===== src/rtl/core/lbc_pkg.sv =====
// ----------------------------------------------------------------------------
// lbc_pkg: shared definitions of the LRU block cache
// Field widths, action codes, channel words and the command and status
// groups that join the controller to the datapath.
// ----------------------------------------------------------------------------
package lbc_pkg;

  // Default sizes
  localparam int ENTRIES_DEF     = 32;
  localparam int BLOCK_BYTES_DEF = 1024;
  localparam int STAMP_WIDTH_DEF = 32;

  // Fixed field widths
  localparam int ACTION_W = 3;
  localparam int KEY_W    = 64;
  localparam int SLOT_W   = 5;
  localparam int OFFSET_W = 10;
  localparam int BYTE_W   = 8;

  // Action codes
  localparam logic [ACTION_W-1:0] ACT_LOOKUP = 3'd0;
  localparam logic [ACTION_W-1:0] ACT_INSERT = 3'd1;
  localparam logic [ACTION_W-1:0] ACT_EVICT  = 3'd2;
  localparam logic [ACTION_W-1:0] ACT_WRITE  = 3'd3;
  localparam logic [ACTION_W-1:0] ACT_READ   = 3'd4;

  // Request word
  typedef struct packed {
    logic [ACTION_W-1:0] action;
    logic [KEY_W-1:0]    node_id;
    logic [KEY_W-1:0]    block_id;
    logic [SLOT_W-1:0]   slot;
    logic [OFFSET_W-1:0] byte_index;
    logic [BYTE_W-1:0]   data_in;
  } lbc_in_t;

  // Response word
  typedef struct packed {
    logic              ok;
    logic [SLOT_W-1:0] result_slot;
    logic [BYTE_W-1:0] data_out;
  } lbc_out_t;

  // Controller to datapath
  typedef struct packed {
    logic capture;
    logic decode;
    logic scan;
    logic access;
    logic finish;
  } lbc_cmd_t;

  // Datapath to controller
  typedef struct packed {
    logic is_scan;
    logic is_byte;
    logic scan_done;
    logic out_free;
  } lbc_stat_t;

endpackage


===== src/rtl/core/lbc_ctrl.sv =====
// ----------------------------------------------------------------------------
// lbc_ctrl: operation sequencer
// Walks each request word through decode, entry scan or byte access (none
// for unused actions), and the final commit into the response register.
// ----------------------------------------------------------------------------
module lbc_ctrl (
  input  logic              clk,
  input  logic              rst,
  input  logic              req_valid,
  output logic              req_ready,
  input  lbc_pkg::lbc_stat_t stat,
  output lbc_pkg::lbc_cmd_t  cmd
);

  localparam logic [2:0] S_IDLE   = 3'd0;
  localparam logic [2:0] S_DECODE = 3'd1;
  localparam logic [2:0] S_SCAN   = 3'd2;
  localparam logic [2:0] S_ACCESS = 3'd3;
  localparam logic [2:0] S_FINISH = 3'd4;

  logic [2:0] state;
  logic [2:0] state_next;

  // Take a word only between operations
  assign req_ready = (state == S_IDLE);

  // Next state and commands
  always_comb begin
    state_next  = state;
    cmd         = '0;
    case (state)
      S_IDLE: begin
        if (req_valid) begin
          cmd.capture = 1'b1;
          state_next  = S_DECODE;
        end
      end
      S_DECODE: begin
        cmd.decode = 1'b1;
        if (stat.is_scan) begin
          state_next = S_SCAN;
        end else if (stat.is_byte) begin
          state_next = S_ACCESS;
        end else begin
          state_next = S_FINISH;
        end
      end
      S_SCAN: begin
        cmd.scan = 1'b1;
        if (stat.scan_done) begin
          state_next = S_FINISH;
        end
      end
      S_ACCESS: begin
        cmd.access = 1'b1;
        state_next = S_FINISH;
      end
      S_FINISH: begin
        // Hold until the response register is free
        if (stat.out_free) begin
          cmd.finish = 1'b1;
          state_next = S_IDLE;
        end
      end
      default: begin
        state_next = S_IDLE;
      end
    endcase
  end

  always_ff @(posedge clk) begin
    if (rst) begin
      state <= S_IDLE;
    end else begin
      state <= state_next;
    end
  end

endmodule


===== config.mk =====
export PLATFORM = sky130hd
export DESIGN_NAME = lbc_ctrl
export DESIGN_NICKNAME = d
export VERILOG_FILES = /design/src/rtl/core/lbc_pkg.sv /design/src/rtl/core/lbc_ctrl.sv
export SDC_FILE = /design/constraint.sdc
export NUM_CORES = 1
export LEC_CHECK = 0
export BUFFER_PORTS_ARGS = -buffer_cell sky130_fd_sc_hd__buf_2
export CAP_MARGIN = 15
export CORE_AREA = 2 2 39 41
export CTS_BUF_LIST = sky130_fd_sc_hd__clkbuf_8 sky130_fd_sc_hd__clkbuf_16
export DETAILED_ROUTE_END_ITERATION = 10
export DIE_AREA = 0 0 41 43
export GPL_TIMING_DRIVEN = 0
export PLACE_DENSITY_LB_ADDON = 0.2
export SETUP_SLACK_MARGIN = 0.4
export SLEW_MARGIN = 20
export SYNTH_ARGS = -nofsm -noshare
export SYNTH_HDL_FRONTEND = slang
export SYNTH_SLANG_ARGS = --single-unit
export TNS_END_PERCENT = 1

===== constraint.sdc =====
create_clock -name clk -period 2 [get_ports clk]
set_input_delay 0.1 -clock clk [delete_from_list [all_inputs] [get_ports clk]]
set_output_delay 0.1 -clock clk [all_outputs]
set_load 0.01 [all_outputs]

==> summary.txt, run 1 <==
===========================================================================
Status                                                         complete, no violations
Detail-routed via count per cell                                       4.21
#FFs+latches synth                                                        3
Min Clock Period, post-route                                        1230 ps
Top cell type by total area after synthesis                    sky130_fd_sc_hd__dfxtp_1
Maximum number of pins on one net before global-route repair             11
Commonest cells after routing, fill and taps aside             13 x sky130_fd_sc_hd__buf_2, 3 x sky130_fd_sc_hd__nor2_1, 3 x sky130_fd_sc_hd__clkbuf_8, 3 x sky130_fd_sc_hd__dfxtp_1
Post-synth ARST share                                                     0
Antenna Nets Post-Route                                                   0
Clk Tree Root Cell                                             sky130_fd_sc_hd__clkbuf_8
Transition time at the pin with the least slew margin                311 ps
Max-slew violation count                                                  0
CTS Buf Count                                                             3
Total power draw                                                   0.320 mW
Register with the most flip-flops                                     state
Register area share after synthesis                                   0.255
Number of cells produced by synthesis                                    26
Cell area after synthesis                                         235 sq um
Area of the die                                                  1760 sq um
Worst Setup End Kind                                            output port
Reported max-cap violation count                                          0
CTS Sinks                                                                 3
Maximum root-to-sink buffer count                                         2
Post-Syn Area per Cell                                           9.05 sq um
Number of buffers inserted by hold repair at cts                          0
Total of warnings raised by yosys                                         0
Netlist cell types                                                       19
Required @ worst endpoint                                           1900 ps
Vertical extent of the die                                            43 um
DRC violations left                                                       0
Critical path peak fanout                                                10
Number of flip-flops under the largest register name                      3
Final setup viols                                                         0
Prevailing post-synth register cell                            sky130_fd_sc_hd__dfxtp_1
Area fraction of the dominant cell type after synthesis               0.255
Overall Global Routing Usage                                         0.0873
Upper clock frequency limit                                         811 MHz
Post-Route WL                                                        606 um
Type of origin of the critical path                                    flop
Data arrival at the endpoint of the critical path                   1130 ps
Final-report hold violation count                                         0
Setup repair bufs after CTS                                               0
Top-Level Pins                                                           13
DR pass1 iterations                                                       3
Areal power density over the cells                              888 nW/um^2
Remaining max-slew budget at the tightest pin                         0.791
Most area-consuming cells after synthesis                      sky130_fd_sc_hd__dfxtp_1 26%, sky130_fd_sc_hd__buf_6 9.6%, sky130_fd_sc_hd__nor3_2 8.5%
Crit path setup slack, layout                                        767 ps
H-tree depth reported by CTS                                              1
Via count of the first global-routing pass                              232
Placeable core area                                              1380 sq um
Fraction of layout cells with a size suffix above 1                   0.524
Worst setup slack before clock tree synthesis                        988 ps
Leading cell type in the layout, fill and taps excluded        sky130_fd_sc_hd__buf_2
Leakage power total                                                0.166 nW
Overflow after GRT                                                        0
Type of the tightest min-delay check                           primary input to flop
Setup clock skew after layout                                       1.36 ps
Diode count                                                               0
FP Rows                                                                  14
Unrepaired setup endpoints after global routing                          no
Post-layout instance area                                         360 sq um
Placed Instance Area                                              315 sq um
Routability Congestion                                                0.657
Peak supply drop                                                   0.204 mV
Count of instances resized after the clock tree is built                  0
Clock Pin Slew Worst Setup and Hold Paths                             30 ps
Wire length of the first global-routing pass                         993 um
Number of vias in the routed layout                                     244
Final worst-path cycle share                                          0.616
Global routing usage on met1                                          0.106
TritonCTS clock tree                                                  built
Worst hold slack                                                     108 ps
EDFF count, synth                                                         0
Horiz. Die Dim                                                        41 um
Final sum of negative setup slack                                      0 ps
Most crowded layer after global routing                                met2
Clock latency on the worst-skew pair                                 210 ps
Met3 usage in global routing                                         0.0314
Synthesized netlist net count                                            33
Layout Nets                                                              50
Number of input and output port buffers inserted                         12
Estimated wirelength of the detail-placed design                     436 um
Critical setup path kind                                       flop to output port
M2 GR Usage                                                           0.113
Average routed wire per standard cell                               10.4 um
Largest registers in the final layout                          state: 3 flops
Growth of design area from synthesis to finish                        53.2%
DRC marker count from the first detailed-route iteration                  2
Antenna violations before repair                                          0
Effective utilization at floorplan                                    0.170
===========================================================================
[stage by stage]
stage                     utilization  std cells
after floorplan                     -         26
after global placement          0.228         54
after detailed placement        0.228         54
after CTS                       0.260         58
after global routing            0.260         58
final                           0.260         58
[path summary, 6_finish.rpt]
check / startpoint / slack, ps / cells after the start / endpoint
max reg2reg: state[1] / 980 / 4 / state[2]
max: state[2] / 770 / 3 / cmd[1]
min: rst / 110 / 2 / state[2]
min reg2reg: state[1] / 540 / 2 / state[0]
[worst max-delay path: stages (launching register included)]
cell and delay (ps):
sky130_fd_sc_hd__dfxtp_1 330, sky130_fd_sc_hd__buf_2 230, sky130_fd_sc_hd__and3b_2 220, sky130_fd_sc_hd__buf_2 130
[where the power goes]
group | total [mW] | internal, mW | switching (mW)
combinational | 0.0802 | 0.0392 | 0.0411
clock | 0.170 | 0.131 | 0.0393
sequential | 0.0700 | 0.0661 | 0.00388
[cells in the mapped netlist, types with 2 or more instances]
library cell / number
sky130_fd_sc_hd__buf_6: 2
sky130_fd_sc_hd__dfxtp_1: 3
sky130_fd_sc_hd__nor3_2: 2
sky130_fd_sc_hd__nor2_1: 3
sky130_fd_sc_hd__nor3_1: 2
[metal layers]
metal | routed length (um) | up-vias
met5 | 0 | -
met1 | 314 | 109
met2 | 251 | 7
li1 | - | 128
met3 | 40 | 0
met4 | 0 | 0
[cell families after synthesis]
family | count (synthesis) | synth area share
compound gates | 5 | 0.160
buf+inv | 3 | 0.117
flops | 3 | 0.255
mux | 1 | 0.0426
simple gates | 14 | 0.426
[area by class of cell]
cell class	count	area, sq um
Buffer	3	27.5
Timing Repair Buffer	12	60.1
Clock inverter	1	3.75
Clock buffer	3	41.3
Multi-Input combinational cell	20	148
Fill cell	154	1020
Tap cell	16	20.0
Sequential cell	3	60.1
Power figures use the tool's default switching activity.
==> run 2, diff against run 1 <==
==> constraint.sdc (replaced) <==
create_clock -name clk -period 1.15 [get_ports clk]
set_input_delay 0.0575 -clock clk [delete_from_list [all_inputs] [get_ports clk]]
set_output_delay 0.0575 -clock clk [all_outputs]
set_load 0.01 [all_outputs]
==> run 2 against run 1 <==
Setup slack worse by 750 ps. Flip-flop and latch count stayed put. Sequential share of layout area is 2.3 points lower. Register-to-register slack worse by 950 ps. Critical path depth stayed put. Critical path type unchanged. Highest routed layer unchanged.
==> summary.txt, run 2 (same netlist as run 1, synthesis figures left out) <==
===========================================================================
Areal power density over the cells                             1360 nW/um^2   +53%
Reported max-cap violation count                                          0   unchanged
Internal Power                                                     0.454 mW   +93%
Final-report hold violation count                                         0   unchanged
Critical path peak fanout                                                 6   -4
Layout Nets                                                              56   +12%
Vertical extent of the die                                            43 um   unchanged
Data arrival at the endpoint of the critical path                   1080 ps   -50 ps
Leading cell type in the layout, fill and taps excluded        sky130_fd_sc_hd__buf_2
DR pass1 iterations                                                       1   -2
Fraction of power consumed by combinational cells                     0.324   +0.073
Fraction of layout cells with a size suffix above 1                   0.771   +0.247
CTS Buf Count                                                             3   unchanged
Number of flip-flops under the largest register name                      3   unchanged
Antenna violations before repair                                          0   unchanged
Worst Setup End Kind                                            output port
Type of origin of the critical path                                    flop
Detail-routed via count per cell                                       4.33   +2.9%
Required @ worst endpoint                                           1090 ps   -810 ps
Clock Pin Slew Worst Setup and Hold Paths                             30 ps   about the same
DRC violations left                                                       0   unchanged
Clock group share of total power                                      0.477   -0.054
Maximum number of pins on one net before global-route repair             11   unchanged
Final worst-path cycle share                                          0.986
Power spent charging and discharging nets                          0.165 mW   +96%
Number of input and output port buffers inserted                         12   unchanged
Maximum root-to-sink buffer count                                         2   unchanged
Worst hold slack                                                    52.2 ps   -55.5 ps
CTS Sinks                                                                 3   unchanged
Growth of design area from synthesis to finish                        93.1%
Min Clock Period, post-route                                        1130 ps
Estimated wirelength of the detail-placed design                     427 um   -2.0%
FP Rows                                                                  14   unchanged
Antenna Nets Post-Route                                                   0   unchanged
Post-Layout Cell Count                                                   64   +10%
Register share of total power                                         0.199   -0.020
Largest registers in the final layout                          state: 3 flops
Post-placement cell count                                                54   unchanged
Final setup viols                                                         0   unchanged
Unrepaired setup endpoints after global routing                         yes
Remaining max-slew budget at the tightest pin                         0.865   +0.0738
Upper clock frequency limit                                         882 MHz
Diode count                                                               0   unchanged
Status                                                         complete, no violations
Placeable core area                                              1380 sq um   unchanged
Average routed wire per standard cell                               10.1 um   -3.5%
Crit path setup slack, layout                                       16.7 ps   -751 ps
Top-Level Pins                                                           13   unchanged
Register with the most flip-flops                                     state
TritonCTS clock tree                                                  built
Wire length of the first global-routing pass                         938 um   -5.5%
Transition time at the pin with the least slew margin                202 ps   -110 ps
Net switching fraction of the power                                   0.266   +0.00307
Total power draw                                                   0.619 mW   +93%
Overflow after GRT                                                        0   unchanged
Critical setup path kind                                       flop to output port
Overall Global Routing Usage                                         0.0803   -0.00703
Via count of the first global-routing pass                              250   +7.8%
Type of the tightest min-delay check                           primary input to flop
Setup clock skew after layout                                       1.33 ps   -0.0296 ps
DRC marker count from the first detailed-route iteration                  0   -2
Clock latency on the worst-skew pair                                 210 ps   about the same
Worst setup slack before clock tree synthesis                        180 ps   -808 ps
Post-Route WL                                                        645 um   +6.4%
Max-slew violation count                                                  0   unchanged
Effective utilization at floorplan                                    0.170   unchanged
Area of the die                                                  1760 sq um   unchanged
Leakage power total                                                0.213 nW   +28%
Clk Tree Root Cell                                             sky130_fd_sc_hd__clkbuf_8
H-tree depth reported by CTS                                              1   unchanged
Horiz. Die Dim                                                        41 um   unchanged
Commonest cells after routing, fill and taps aside             12 x sky130_fd_sc_hd__buf_2, 6 x sky130_fd_sc_hd__buf_4, 3 x sky130_fd_sc_hd__buf_6, 3 x sky130_fd_sc_hd__nor3_2, 3 x sky130_fd_sc_hd__clkbuf_8
Routability Congestion                                                0.654   -0.41%
Peak supply drop                                                   0.533 mV   +160%
Number of vias in the routed layout                                     277   +14%
===========================================================================
-- run 2: repair_timing --
action	CTS	global route
hold buffers	0	0
buffers inserted	4	2
pin swaps	1	0
endpoints found under the setup margin	9	9
gates resized for setup	3	3
-- run 2: cell type report --
cell class | count | area, sq um
buffer | 3 | 33.8
clock buffer | 3 | 41.3
fill | 154 | 930
tap | 16 | 20.0
sequential | 3 | 65.1
multi-input combinational | 20 | 185
clock inverter | 1 | 3.75
timing repair buffer | 18 | 105
-- run 2: worst paths after layout --
check        endpoint      from  slack, ps  cells past startpoint
min          state[0]       rst         50                      2
max reg2reg  state[2]  state[0]         30                      5
min reg2reg  state[0]  state[1]        540                      2
max            cmd[4]  state[0]         20                      3
-- run 2: power groups by stage --
| stage | combinational (mW) | clock, mW | sequential, mW |
|---|---|---|---|
| global route | 0.220 | 0.318 | 0.124 |
| finish | 0.201 | 0.295 | 0.123 |
| CTS | 0.189 | 0.306 | 0.122 |
| global placement | 0.156 | 0 | 0.126 |
| floorplan | 0.112 | 0 | 0.125 |
| detailed placement | 0.158 | 0 | 0.127 |
-- run 2: critical path: stages (launching register included) --
cell                      delay [ps]
sky130_fd_sc_hd__dfxtp_4         330
sky130_fd_sc_hd__buf_6           120
sky130_fd_sc_hd__nor4b_2         240
sky130_fd_sc_hd__buf_2           160
-- run 2: through the flow --
step	utilization	area [sq um]	setup TNS, ps
finish	0.328	454	0
global route	0.328	454	-59.4
CTS	0.311	430	0
detailed placement	0.250	347	0
global placement	0.250	347	0
floorplan	-	267	0
-- run 2: metal layers --
layer / GRT usage / vias to the layer above / share of wire
met1: 0.0868 / 128 / 0.43
met5: 0 / - / 0
met3: 0.0471 / 0 / 0.084
li1: - / 138 / -
met2: 0.119 / 11 / 0.48
met4: 0.0400 / 0 / 0
